[config.mk]
export PLATFORM = sky130hd
export DESIGN_NAME = div64_fix
export DESIGN_NICKNAME = d
export VERILOG_FILES = /design/src/sv/div64_pkg.sv /design/src/sv/div64_fix.sv
export SDC_FILE = /design/constraint.sdc
export NUM_CORES = 1
export LEC_CHECK = 0
export BUFFER_PORTS_ARGS = -buffer_cell sky130_fd_sc_hd__buf_2
export CAP_MARGIN = 20
export CORE_MARGIN = 2
export CORE_UTILIZATION = 49
export CTS_BUF_LIST = sky130_fd_sc_hd__clkbuf_8
export CTS_CLUSTER_SIZE = 30
export DETAILED_ROUTE_END_ITERATION = 7
export GPL_TIMING_DRIVEN = 0
export PLACE_DENSITY_LB_ADDON = 0.2
export SLEW_MARGIN = 0
export SYNTH_ARGS = -nofsm -noshare
export SYNTH_HDL_FRONTEND = slang
export SYNTH_SLANG_ARGS = --single-unit
[constraint.sdc]
create_clock -name clk -period 2.7 [get_ports clk]
set_clock_uncertainty 0.05 [all_clocks]
set_input_delay 0.135 -clock clk [delete_from_list [all_inputs] [get_ports clk]]
set_output_delay 0.135 -clock clk [all_outputs]
set_load 0.02 [all_outputs]
[src/sv/div64_pkg.sv]
// ----------------------------------------------------------------------------
// div64_pkg
// Shared types and constants for the pipelined restoring divider.
// ----------------------------------------------------------------------------
package div64_pkg;

  localparam int unsigned PORT_WIDTH = 64;

  typedef struct packed {
    logic valid;
    logic neg_q;
    logic neg_r;
    logic dbz;
  } ctl_t;

endpackage

[src/sv/div64_fix.sv]
// ----------------------------------------------------------------------------
// div64_fix
// Output stage: restore signs, force zero results on a zero divisor and
// register the result word with its strobe.
// ----------------------------------------------------------------------------
module div64_fix #(
  parameter int unsigned W = 64
) (
  input  logic                                 clk,
  input  logic                                 rst,
  input  div64_pkg::ctl_t                      ctl_in,
  input  logic [W-1:0]                         q_in,
  input  logic [W-1:0]                         r_in,
  output logic                                 done,
  output logic [div64_pkg::PORT_WIDTH-1:0]     quotient,
  output logic [div64_pkg::PORT_WIDTH-1:0]     remainder,
  output logic                                 divide_by_zero
);

  logic [W-1:0] q_neg;
  logic [W-1:0] r_neg;
  logic [W-1:0] q_next;
  logic [W-1:0] r_next;

  assign q_neg = ~q_in + 1'b1;
  assign r_neg = ~r_in + 1'b1;

  always_comb begin
    if (ctl_in.dbz) begin
      q_next = '0;
      r_next = '0;
    end else begin
      q_next = ctl_in.neg_q ? q_neg : q_in;
      r_next = ctl_in.neg_r ? r_neg : r_in;
    end
  end

  always_ff @(posedge clk) begin
    if (rst) begin
      done <= 1'b0;
    end else begin
      done <= ctl_in.valid;
    end
  end

  always_ff @(posedge clk) begin
    quotient       <= div64_pkg::PORT_WIDTH'(q_next);
    remainder      <= div64_pkg::PORT_WIDTH'(r_next);
    divide_by_zero <= ctl_in.dbz;
  end

endmodule

# Yosys cells after proc, flatten, opt, wreduce, memory -nomap -nowiden
# Index checks and enable logic that the tools add are counted.
[totals]
regBits = 130
input_bits = 134
out_inout_bits = 130
elab_cells = 10
[op_classes]
add_sub_neg = 2
mux = 2
bitwise_logic = 2
[ops]
columns = ["cell", "count"]
rows = [
  ["$add 64x1->64 const B", 2],
  ["$mux 64", 2],
  ["$not 64->64", 2],
]

# Longest topological paths before layout
[logic_depth]
ltp_word = 3
ltp_mapped = 8
mapped_depth_nobuf = 8

# Worst setup path after synthesis
# Ideal clock, no wire load.
[synth_path]
path_kind = "in2reg"
startpoint = "input q_in[52]"
endpoint = "register quotient[61] in the netlist's numbering"
setup_ps = 128
arrival_time_ps = 2052
required_ps = 2522
slack_ps = 470
cell_stages = 7
path_buffers = 1
path_cell_list = "or4_4 or4_1 or3_1 buf_6 o41ai_4 xor2_1 nor2_1"
[synth_between]
elab_chain_cells = 3
[synth_lines]
columns = ["item", "line", "source"]
rows = [
  ["from (decl)", "div64_fix.sv:12", "input logic [W-1:0] q_in,"],
  ["$not 64->64", "div64_fix.sv:25", "assign q_neg = ~q_in + 1'b1;"],
  ["$add 64x1->64", "div64_fix.sv:25", ""],
  ["$mux 64", "div64_fix.sv:33", "q_next = ctl_in.neg_q ? q_neg : q_in;"],
  ["to (signal assigned)", "div64_fix.sv:47", "quotient <= div64_pkg::PORT_WIDTH'(q_next);"],
  ["to (decl)", "div64_fix.sv:15", "output logic [div64_pkg::PORT_WIDTH-1:0] quotient,"],
]
# Every way passes these cells.
# A chain may end at the register's enable or synchronous reset.

# Worst setup path in the final report
[layout_path]
startpoint = "input r_in[38]"
endpoint = "register remainder[49] in the netlist's numbering"
[layout_between]
elab_chain_cells = 3
[layout_lines]
columns = ["item", "line", "source"]
rows = [
  ["from (decl)", "div64_fix.sv:13", "input logic [W-1:0] r_in,"],
  ["$not 64->64", "div64_fix.sv:26", "assign r_neg = ~r_in + 1'b1;"],
  ["$add 64x1->64", "div64_fix.sv:26", ""],
  ["$mux 64", "div64_fix.sv:34", "r_next = ctl_in.neg_r ? r_neg : r_in;"],
  ["to (signal assigned)", "div64_fix.sv:48", "remainder <= div64_pkg::PORT_WIDTH'(r_next);"],
  ["to (decl)", "div64_fix.sv:16", "output logic [div64_pkg::PORT_WIDTH-1:0] remainder,"],
]
# Every way passes these cells.

==> out/metrics.cfg <==
[grt]
grt_pass1_vias=6726
grt_overflow_total=0
grtUsageTotal=0.3082
grt_max_degree=17
grt_first_pass_wirelength_um=32010
antenna_found_initial=1

[drt]
ant_nets=0
wl_per_cell_um=16.51
vias=6700
route.detailed.drc=0
dr.first_iter.drc_count=385
routed_wl_um=21030
viasPerCell=5.259
drt_pass1_iterations=5

[sta]
maxSlewViolCount=0
rsz0062_at_grt=true
fin_crit_sh=0.9891
hold_ws_ns=0.01541
setup_violations=0
relSlewSlack=0.5069
fmax_mhz=374.4
hold_viol_final=0
setup_ws_ns=0.02937
tightest_slew_ns=0.7396
min_period_ns=2.671

[clock_network]
cts.sinks=130
clk_path_buf_depth=2
htree_levels=4
path_clk_slew_ns=0.07
cts_tree=yes
cts_buffers=17
cts_root_buf=clkbuf_8

[pwr]
power.density_nw_per_um2=521.8
leakagePower_nw=4.232
p_clk_frac=0.345
internal_power_w=0.003421
power_w=0.004895
pwr-share-comb=0.225
switching_power_w=0.001475
p_sw_frac=0.3013
irDropWorstVdd_mv=0.3273
pwr-share-seq=0.430

[place]
dp_hpwl_um=13470
routabilityCongestion=0.8889
port_buffers=262
dpl.cell_count=1111
pre_cts_ws_ns=0.02711

[outcome]
status=completed

[floorplan]
die_h_um=115.2
die_area_um2=13270
core_area_um2=12060
start_util=0.5023
rows=40
ios=264
die-width_um=115.2

[yosys]
synth_adder_area_share=0.004131
synth_top_area_frac=0.4296
synth_compound_area_frac=0.1369
synth_area_um2=6058
synthXorXnorAreaFrac=0.1735
synthTopCellsByArea=dfxtp_1 43%, xor2_1 17%, nor2_1 8.5%
yosysWarnings=0
ys_ff_latch=130
synth_largest_area_cell=dfxtp_1
synth_top_family_by_area=simple AND/OR/NAND/NOR gates
yosys.area_share.simple=0.2230
ys_seq_area_frac=0.4296
synth.mux.area_fraction=0.004957
synthDistinctLibCells=42
synth_area_per_cell_um2=8.896
synth.net_count=817
netlist_instances=681

[critical_path]
required_ns=2.96
startpoint_type=input port
end_kind=flip-flop
path_class=in2reg
worst_ep_arrival_time_ns=2.93
critical_path.max_fanout=5

[final_layout]
final_cell_mix=260 x buf_2, 136 x nor2_1, 130 x dfxtp_1
area_growth_pct=54.85
finalNetCount=1228
fin_cells=1274
drive_above_1_share=0.3032
layout_commonest_cell=buf_2

[run]
drv_cap=0

[min_path]
hold_class=in2reg

-- flip-flops by register name, indices dropped and copies added (netlist names) --
signal and cells:
done 1, remainder 64, divide_by_zero 1, quotient 64
-- worst paths after layout --
path	from	endpoint	slack, ns	depth (start not counted)
worst max-delay path	r_in[38]	remainder[49]	0.03	8
worst min-delay path	r_in[47]	remainder[47]	0.02	3
-- per-stage QoR --
stage                       util  TNS (ns)  area [um2]
after global routing      0.7778   -0.1207        9382
after global placement    0.6284  -0.03170        7580
after floorplan                -         0        6058
final                     0.7778         0        9382
after detailed placement  0.6284         0        7580
after CTS                 0.7691         0        9276
-- critical path, stage by stage --
cell,delay (ns)
dlygate4sd3_1,0.55
buf_2,0.15
or4_1,0.58
or2_2,0.35
or3_1,0.48
o41ai_1,0.44
xor2_1,0.20
nor2_1,0.05
-- synthesized netlist by cell type (all sizes together) --
cell type  instances
a21oi              6
a31oi              2
and3               1
buf                3
clkbuf            31
dfxtp            130
ha                 2
inv                7
mux2i              3
nand2             32
nand2b             2
nand3             11
nand3b             2
nand4              5
nand4b             1
nor2             137
nor2b              3
nor3               7
nor3b              1
nor4              16
nor4b              1
nor4bb             1
o21ai             41
o221ai             1
o31ai             45
o41a               1
o41ai             20
or2                9
or3               17
or3b               1
or4               21
or4b               1
xnor2              5
xor2             115
-- power groups by stage --
stage               registers [W]  logic, W  clock network [W]
finish                    0.00211   0.00110            0.00169
floorplan                 0.00235  0.000317                  0
CTS                       0.00210   0.00107            0.00171
detailed placement        0.00215  0.000915                  0
global placement          0.00214  0.000907                  0
global route              0.00212   0.00118            0.00179
-- what timing repair did --
action                                 4_1_cts  5_1_grt
hold buffers                               129        0
endpoints found under the hold margin      128        0
setup buffers                                0        3
resized for setup                            0       20
setup endpoints to repair                    0       54
-- per-layer routing --
metal  vias to the layer above  share of wire  GRT usage
li1                       3199              -          -
met1                      3119           0.37     0.3154
met2                       314           0.51     0.5667
met3                        68          0.075    0.09700
met4                         0          0.041     0.1494
met5                         -              0          0
-- final cells by class --
type | instances | area, um2
clock inverter | 12 | 130.1
clock buffer | 20 | 275.3
timing repair buffer | 392 | 2615
antenna | 1 | 2.502
inverter | 7 | 26.28
sequential | 130 | 2603
fill | 829 | 2680
multi-input combinational | 510 | 3372
tap | 168 | 210.2
buffer | 34 | 147.6
-- cell families (layout without fill, tap and decap cells) --
logic type               Yosys count  after routing
AO/OA/AOI/OAI                    116            116
flip-flops                       130            130
AND/OR/NAND/NOR                  269            269
other                              0              1
multiplexers                       3              3
adder cells (fa/ha/maj)            2              2
XOR/XNOR                         120            120
buffers and inverters             41            465
(Power assumes the default switching activity.)
