[src/sv/div64_pkg.sv]
// ----------------------------------------------------------------------------
// div64_pkg
// Shared types and constants for the pipelined restoring divider.
// ----------------------------------------------------------------------------
package div64_pkg;

  localparam int unsigned PORT_WIDTH = 64;

  typedef struct packed {
    logic valid;
    logic neg_q;
    logic neg_r;
    logic dbz;
  } ctl_t;

endpackage

[src/sv/div64_cell.sv]
// ----------------------------------------------------------------------------
// div64_cell
// One restoring division step: shift in the next dividend bit, trial
// subtract the divisor, keep or restore, and shift the quotient bit in.
// ----------------------------------------------------------------------------
module div64_cell #(
  parameter int unsigned W = 64
) (
  input  logic                clk,
  input  logic                rst,
  input  div64_pkg::ctl_t     ctl_in,
  input  logic [W-1:0]        r_in,
  input  logic [W-1:0]        n_in,
  input  logic [W-1:0]        q_in,
  input  logic [W-1:0]        d_in,
  output div64_pkg::ctl_t     ctl_out,
  output logic [W-1:0]        r_out,
  output logic [W-1:0]        n_out,
  output logic [W-1:0]        q_out,
  output logic [W-1:0]        d_out
);

  logic [W-1:0] rs;
  logic [W:0]   diff;
  logic         ge;

  assign rs   = {r_in[W-2:0], n_in[W-1]};
  assign diff = {1'b0, rs} - {1'b0, d_in};
  assign ge   = ~diff[W];

  always_ff @(posedge clk) begin
    if (rst) begin
      ctl_out <= '0;
    end else begin
      ctl_out <= ctl_in;
    end
  end

  always_ff @(posedge clk) begin
    r_out <= ge ? diff[W-1:0] : rs;
    q_out <= {q_in[W-2:0], ge};
    n_out <= {n_in[W-2:0], 1'b0};
    d_out <= d_in;
  end

endmodule

[config.mk]
export PLATFORM = sky130hd
export DESIGN_NAME = div64_cell
export DESIGN_NICKNAME = d
export VERILOG_FILES = /design/src/sv/div64_pkg.sv /design/src/sv/div64_cell.sv
export SDC_FILE = /design/constraint.sdc
export NUM_CORES = 1
export LEC_CHECK = 0
export BUFFER_PORTS_ARGS = -buffer_cell sky130_fd_sc_hd__clkbuf_2
export CAP_MARGIN = 10
export CORE_AREA = 2 2 204 206
export CTS_BUF_LIST = sky130_fd_sc_hd__clkbuf_4 sky130_fd_sc_hd__clkbuf_8
export DETAILED_ROUTE_END_ITERATION = 8
export DIE_AREA = 0 0 206 208
export SETUP_SLACK_MARGIN = 0.3
export SYNTH_ARGS = -nofsm -noshare
export SYNTH_HDL_FRONTEND = slang
export SYNTH_SLANG_ARGS = --single-unit
[constraint.sdc]
create_clock -name clk -period 4.1 [get_ports clk]
set_input_delay 0.41 -clock clk [delete_from_list [all_inputs] [get_ports clk]]
set_output_delay 0.41 -clock clk [all_outputs]
set_load 0.02 [all_outputs]
# Yosys cells after proc, flatten, opt, wreduce, memory -nomap -nowiden
# Cells that the tools add are included.
# W data, S select, Z words.
dict set report word_totals {
  input_bits 262
  mem_bits_rw 0
  n_memories 0
  register_bits 259
  output_inout_bits 260
  romBits 0
  elab_cells 11
  latch_bits 0
}
dict set report classes {
  n_mux 1
  n_mul 0
  addsub 1
  n_reduce_logical 0
  shift 0
  div_mod_pow 0
  magnitude_cmp 0
  n_eq_ne 0
  bitwise 1
}
# operator n
set ops {}
lappend ops {{$sub A64 B64 Y65} 1}
lappend ops {{$mux W64} 1}
lappend ops {{$not A1 Y1} 1}

# Depth between registers and ports, before layout
# Gate-level depths: netlist of run 1.
dict set report logic_depth {
  ltp_word 2
  mapped_depth 14
  depth_no_buf 13
}

# Least setup slack after synthesis of run 1
# Ideal clock, no wire load.
dict set report synth_path {
  path_type {input-to-reg}
  startpoint {input n_in[63]}
  endpoint {register r_out[58]}
  t_arrival_ns 2.918
  cell_stages 13
  required_ns 4.004
  setup_time_ns 0.096
  slack_ns 1.086
  n_path_buf 0
  path_cell_list {inv_1 > ha_1 > fa_1 > nand2b_1 > a21oi_1 > o21ai_2 > a2111oi_0 > nor3_1 > a21oi_2 > a211oi_2 > o31a_1 > mux2i_1 > o41ai_2}
}
dict set report synth_between {
  elab_chain_cells 2
}
# element line
set synth_rtl {}
lappend synth_rtl {{start, declared} div64_cell.sv:13} ;# input logic [W-1:0] n_in,
lappend synth_rtl {{$sub A64 B64 Y65} div64_cell.sv:28} ;# assign diff = {1'b0, rs} - {1'b0, d_in};
lappend synth_rtl {{$mux W64} div64_cell.sv:40} ;# r_out <= ge ? diff[W-1:0] : rs;
lappend synth_rtl {{end signal, assigned} div64_cell.sv:40}
lappend synth_rtl {{end, declared} div64_cell.sv:17} ;# output logic [W-1:0] r_out,
# No other way between the ends.
# A chain may end at the register's enable or synchronous reset.

# Worst setup path in the final report of run 1
dict set report layout_path {
  startpoint {input n_in[63]}
  endpoint {register r_out[44]}
}
# Same word-level chain as after synthesis.

==> results.ini, run 1 <==
[setup_path]
cp_common_cell = o21ai_0
arrival_ns = 4.10
crit_type = primary input to register
slowest_stage = dlygate4sd3_1
critPathMaxStageDelay_ns = 0.55
required_ns = 4.57
path_buf_inv = 3
startpoint_type = primary input
cp-end-kind = register
worstPathCellList = dlygate4sd3_1 > clkbuf_2 > inv_1 > ha_1 > fa_1 > nand2b_1 > a21oi_2 > o21ai_2 > o211ai_1 > a221oi_4 > o21bai_1 > a21oi_1 > o21ai_0 > xnor2_1 > o21ai_0
crit_family = compound AO/OA/AOI/OAI gates
path_max_fanout = 4

[drt]
drt_pre_antenna_iters = 5
ant_nets = 0
drt_first_iter_violations = 423
drc = 0
wire_per_inst_um = 16.5
routed-via-count = 10500
routed_wl_um = 39800
viasPerCell = 4.36

[synth]
syn-num-nets = 1391
ys_top_cells_by_area = dfxtp_1, ha_1, o21ai_0
syn-instance-count = 1064
ys_ff_latch = 259
ys_seq_area_share_pct = 51.6
synth_edf_count = 0
yosys.area.top_type_share_pct = 51.6
syn-cell-area_um2 = 10100
yosysTopAreaCell = dfxtp_1
synth-async-reset-ratio_pct = 0
ys_types = 59
syn_area_per_cell_um2 = 9.45
synth_ff_type = dfxtp_1
yosys_warnings = 0

[clocking]
cts_sinks = 259
clk_pin_slew_worst_paths_ns = 0.06
cts_buffers = 45
clockBufferDepth = 3
cts-root-buf = clkbuf_8
htree_num_levels = 2
cts_tree = yes

[worst_hold_path]
hold_end = r_out[39]
min-delay-start = r_in[38]
worstHoldPathCells = 3
hold_class = primary input to register

[placement]
dpl.hpwl_um = 29500
gp_congestion = 0.874
numPortBuffers = 518
place_ws_ns = 0.270

[power_and_ir_drop]
ir_drop_v = 0.000231
powerDensity_nw_per_um2 = 423
p_leak_nw = 8.21

[grt]
first_global_vias = 10900
gr-usage-all-layers_pct = 17.6
overflow = 0
antenna_found_initial = 1
grt_max_degree = 71
grt_pass1_wl_um = 58500

[layout]
drive_gt1_share_pct = 33.2
fillCellCount = 3952
area_growth_pct = 65.2
fin_nets = 2169
postLayoutCoreUtil_pct = 41.0

[floorplanning]
io-pin-count = 522
die_area_um2 = 42800
fp.coreArea_um2 = 40600
fp-row-count = 74
start_util_pct = 24.8
die_h_um = 208
die-width_um = 206

[timing]
rsz0062_at_grt = no
hold_viol_final = 0
tightest_slew_ns = 0.645
whs_ns = 0.0459
slew_headroom_pct = 56.5
final_critical_path_setup_slack_ns = 0.472
post-route-min-period_ns = 3.63
clock.fmax_mhz = 276
setup_tns_ns = 0
fin_crit_sh_pct = 88.5
setup_viol = 0
slew_violations = 0

[outcome]
status = completed

[run]
max-cap-violations = 0

-- layout by cell type (no fill, tap or decap), drive strengths merged, types with 43 or more instances in the layout --
cell           n
a21oi         92
clkbuf       582
dfxtp        259
dlygate4sd3  241
ha            64
inv           89
nand2        120
nor2          43
o21ai        105
-- repair_timing --
action / CTS / global route
buffers inserted: 0 / 1
hold buffers: 241 / 0
gates resized for setup: 0 / 2
endpoints found under the hold margin: 241 / 0
endpoints found under the setup margin: 0 / 10
-- tightest hold or removal path, cell delays in order --
cell and delay (ns):
clkbuf_2 0.10, nand2_1 0.04, o21ai_0 0.06
-- registers in the layout (all words and copies together) (netlist names) --
signal / cells
d_out: 64
q_out: 64
r_out: 64
n_out: 63
ctl_out: 4
-- routing by layer --
metal	GRT usage (%)	share of wire, %
met1	18.5	38
met2	33.3	52
met3	4.17	6.6
met4	7.14	3.6
met5	0	0
-- layout make-up --
class | count | area, um2 | share of cell area [%]
antenna | 2 | 5.00 | 0.0301
clock buffer | 64 | 831 | 5.00
clock inverter | 16 | 129 | 0.776
inverter | 87 | 327 | 1.97
multi-input combinational | 684 | 4390 | 26.4
sequential | 259 | 5180 | 31.2
tap | 532 | 666 | 4.01
timing repair buffer | 765 | 5070 | 30.6
-- logic make-up (layout without fill, tap and decap cells) --
logic type / Yosys count / count (layout) / synth area share (%)
buf+inv: 121 / 932 / 4.80
mux: 4 / 4 / 0.435
fa+ha+maj: 65 / 65 / 8.16
other cells: 1 / 3 / 0.0373
flops: 259 / 259 / 51.6
xor+xnor: 56 / 56 / 4.88
simple gates: 253 / 253 / 11.5
compound gates: 305 / 305 / 18.6
-- cell usage after synthesis, types with 2 or more instances --
master       n
dfxtp_1    259
nand2_1    120
o21ai_0     96
a21oi_1     90
inv_1       87
ha_1        64
nor2_1      43
a21o_1      30
xnor2_1     30
xor2_1      26
o21bai_1    19
clkbuf_1    18
nand4_1     18
buf_2       14
nand3_1     12
nor3_1      12
a31oi_1     10
nor2b_1      9
nand2b_1     8
and3_1       7
o21ai_1      7
a211oi_1     6
nor4_1       6
o211ai_1     6
o21a_1       6
and2_1       5
a21boi_0     4
a31o_2       4
or3_1        4
a211o_1      3
mux2_2       3
o31a_1       3
a2111oi_0    2
o21ai_2      2
o22ai_1      2
o31ai_1      2
o41ai_1      2
o41ai_2      2
or2_2        2
or4_1        2
-- stage by stage --
step / area (um2) / power (W) / instances
floorplan: 10100 / 0.00378 / 1064
global placement: 13200 / 0.00436 / 2085
detailed placement: 13200 / 0.00438 / 2085
CTS: 16600 / 0.00712 / 2406
global route: 16600 / 0.00741 / 2407
finish: 16600 / 0.00703 / 2409
-- worst max-delay path by stage --
stage	slack, ns	to	depth (start not counted)	from
floorplan	1.09	r_out[58]	13	n_in[63]
global placement	0.41	r_out[58]	14	n_in[63]
detailed placement	0.27	r_out[58]	14	n_in[63]
CTS	0.36	r_out[58]	15	n_in[63]
global route	0.31	r_out[44]	15	n_in[63]
finish	0.47	r_out[44]	15	n_in[63]
-- where the power goes --
group / total (W) / internal, W / switching, W / leakage [nW]
sequential: 0.00280 / 0.00274 / 0.0000638 / 2.18
clock: 0.00251 / 0.00138 / 0.00112 / 0.500
combinational: 0.00172 / 0.000702 / 0.00102 / 5.52
No activity file was read; power rests on OpenSTA's default activity.
==> run 2, diff against run 1 <==
clock period = 4.5 ns   (was 4.1 ns; I/O delays follow)
==> run 2 against run 1 <==
  * Combinational power is 12% lower
  * Via count is 1.3% lower
  * Core utilization is 1.3 points lower
  * Critical path depth is 1 lower
  * Clock power is 6% lower
  * Global-route usage is 0.25 points lower
  * Worst setup slack better by 0.11 ns
  * Worst hold slack better by 0.0027 ns
  * Largest cell class unchanged
  * Highest routed layer unchanged
==> results.ini, run 2 (synthesized netlist as in run 1, its figures left out) <==
[outcome]
status = completed

[layout]
fillCellCount = 4038
fin_nets = 2113
fin_area_um2 = 16100
most-common-layout-cells = clkbuf_2, dfxtp_1, dlygate4sd3_1
drive_gt1_share_pct = 33.9
area_growth_pct = 59.8
mostFrequentLayoutCell = clkbuf_2
largestRegisters = d_out (64), q_out (64), r_out (64)

[timing]
setup_viol = 0
rsz0062_at_grt = no
setup_tns_ns = 0
post-route-min-period_ns = 3.92
clock.fmax_mhz = 255
tightest_slew_ns = 0.771
fin_crit_sh_pct = 87.1
slew_headroom_pct = 48.2
final_critical_path_setup_slack_ns = 0.583
hold_viol_final = 0
slew_violations = 0

[placement]
gp_congestion = 0.845
dpl.hpwl_um = 29300
numPortBuffers = 518
place_ws_ns = 0.565
place_area_um2 = 13200

[setup_path]
critPathMaxStageDelay_ns = 0.54
slowest_stage = dlygate4sd3_1
cp-end-kind = register
required_ns = 4.99
path_buf_inv = 2
worstPathCellList = dlygate4sd3_1 > clkbuf_2 > ha_1 > fa_1 > nand2b_1 > a21oi_1 > o21ai_2 > a2111oi_0 > nor3_1 > a21oi_2 > a211oi_2 > o31a_1 > mux2i_1 > o41ai_2
startpoint_type = primary input
arrival_ns = 4.41
path_max_fanout = 4
crit_family = compound AO/OA/AOI/OAI gates
crit_type = primary input to register

[power_and_ir_drop]
fin_total_pwr_w = 0.00644
p_leak_nw = 7.98
ir_drop_v = 0.000212
powerDensity_nw_per_um2 = 401

[clocking]
htree_num_levels = 2
clockBufferDepth = 3
cts_sinks = 259
clk_pin_slew_worst_paths_ns = 0.06
cts_buffers = 45
cts_tree = yes
cts-root-buf = clkbuf_8
cts_setup_buffers = 0

[drt]
drt_pre_antenna_iters = 5
drc = 0
ant_nets = 0
drt_first_iter_violations = 517
viasPerCell = 4.41
routed-via-count = 10400
wire_per_inst_um = 16.7
routed_wl_um = 39200

[floorplanning]
fp.coreArea_um2 = 40600
die_h_um = 208
io-pin-count = 522
fp-row-count = 74
die_area_um2 = 42800
die-width_um = 206
start_util_pct = 24.8

[grt]
gr-usage-all-layers_pct = 17.4
first_global_vias = 10700
grt_max_degree = 82
grt_pass1_wl_um = 57700
antenna_found_initial = 1
overflow = 0

[worst_hold_path]
min-delay-start = d_in[58]
hold_class = primary input to register
hold_end = d_out[58]
worstHoldPathCells = 1

[run]
max-cap-violations = 0

==> run 2: area by class of cell <==
type,instances,area (um2),area share [%]
timing repair buffer,709,4510,28.1
sequential,259,5180,32.3
inverter,87,327,2.03
multi-input combinational,684,4390,27.3
tap,532,666,4.14
clock inverter,12,156,0.973
clock buffer,66,833,5.18
antenna,2,5.00,0.0311
==> run 2: power by group <==
group,switching (W),leakage [nW],internal [W]
logic,0.000912,5.28,0.000604
registers,0.0000579,2.18,0.00250
clock network,0.000999,0.513,0.00137
==> run 2: routing by layer <==
metal  global-route usage, %  part of all wire (%)
met5                       0                     0
met4                    9.14                   4.8
met3                    4.18                   6.6
met2                    31.4                    50
met1                    18.5                    38
==> run 2: through the flow <==
step,utilization [%],std cells,hold WS (ns)
final,39.6,2351,0.0486
after global routing,39.6,2350,0.0119
after CTS,39.6,2349,0.000151
after detailed placement,32.5,2082,0.554
after global placement,32.5,2082,0.553
after floorplan,-,1064,0.478
==> run 2: worst max path at each step <==
stage	cells past startpoint	start	endpoint
2_1_floorplan	13	n_in[63]	r_out[58]
3_5_place_dp	14	n_in[63]	r_out[58]
5_1_grt	14	d_in[0]	r_out[58]
6_report	14	d_in[0]	r_out[58]
4_1_cts	14	d_in[0]	r_out[58]
3_3_place_gp	14	n_in[63]	r_out[58]
==> run 2: timing repair <==
| action | 4_1_cts | 5_1_grt |
|---|---|---|
| hold buffers | 189 | 0 |
| gates resized for setup | 0 | 0 |
| endpoints found under the hold margin | 188 | 0 |
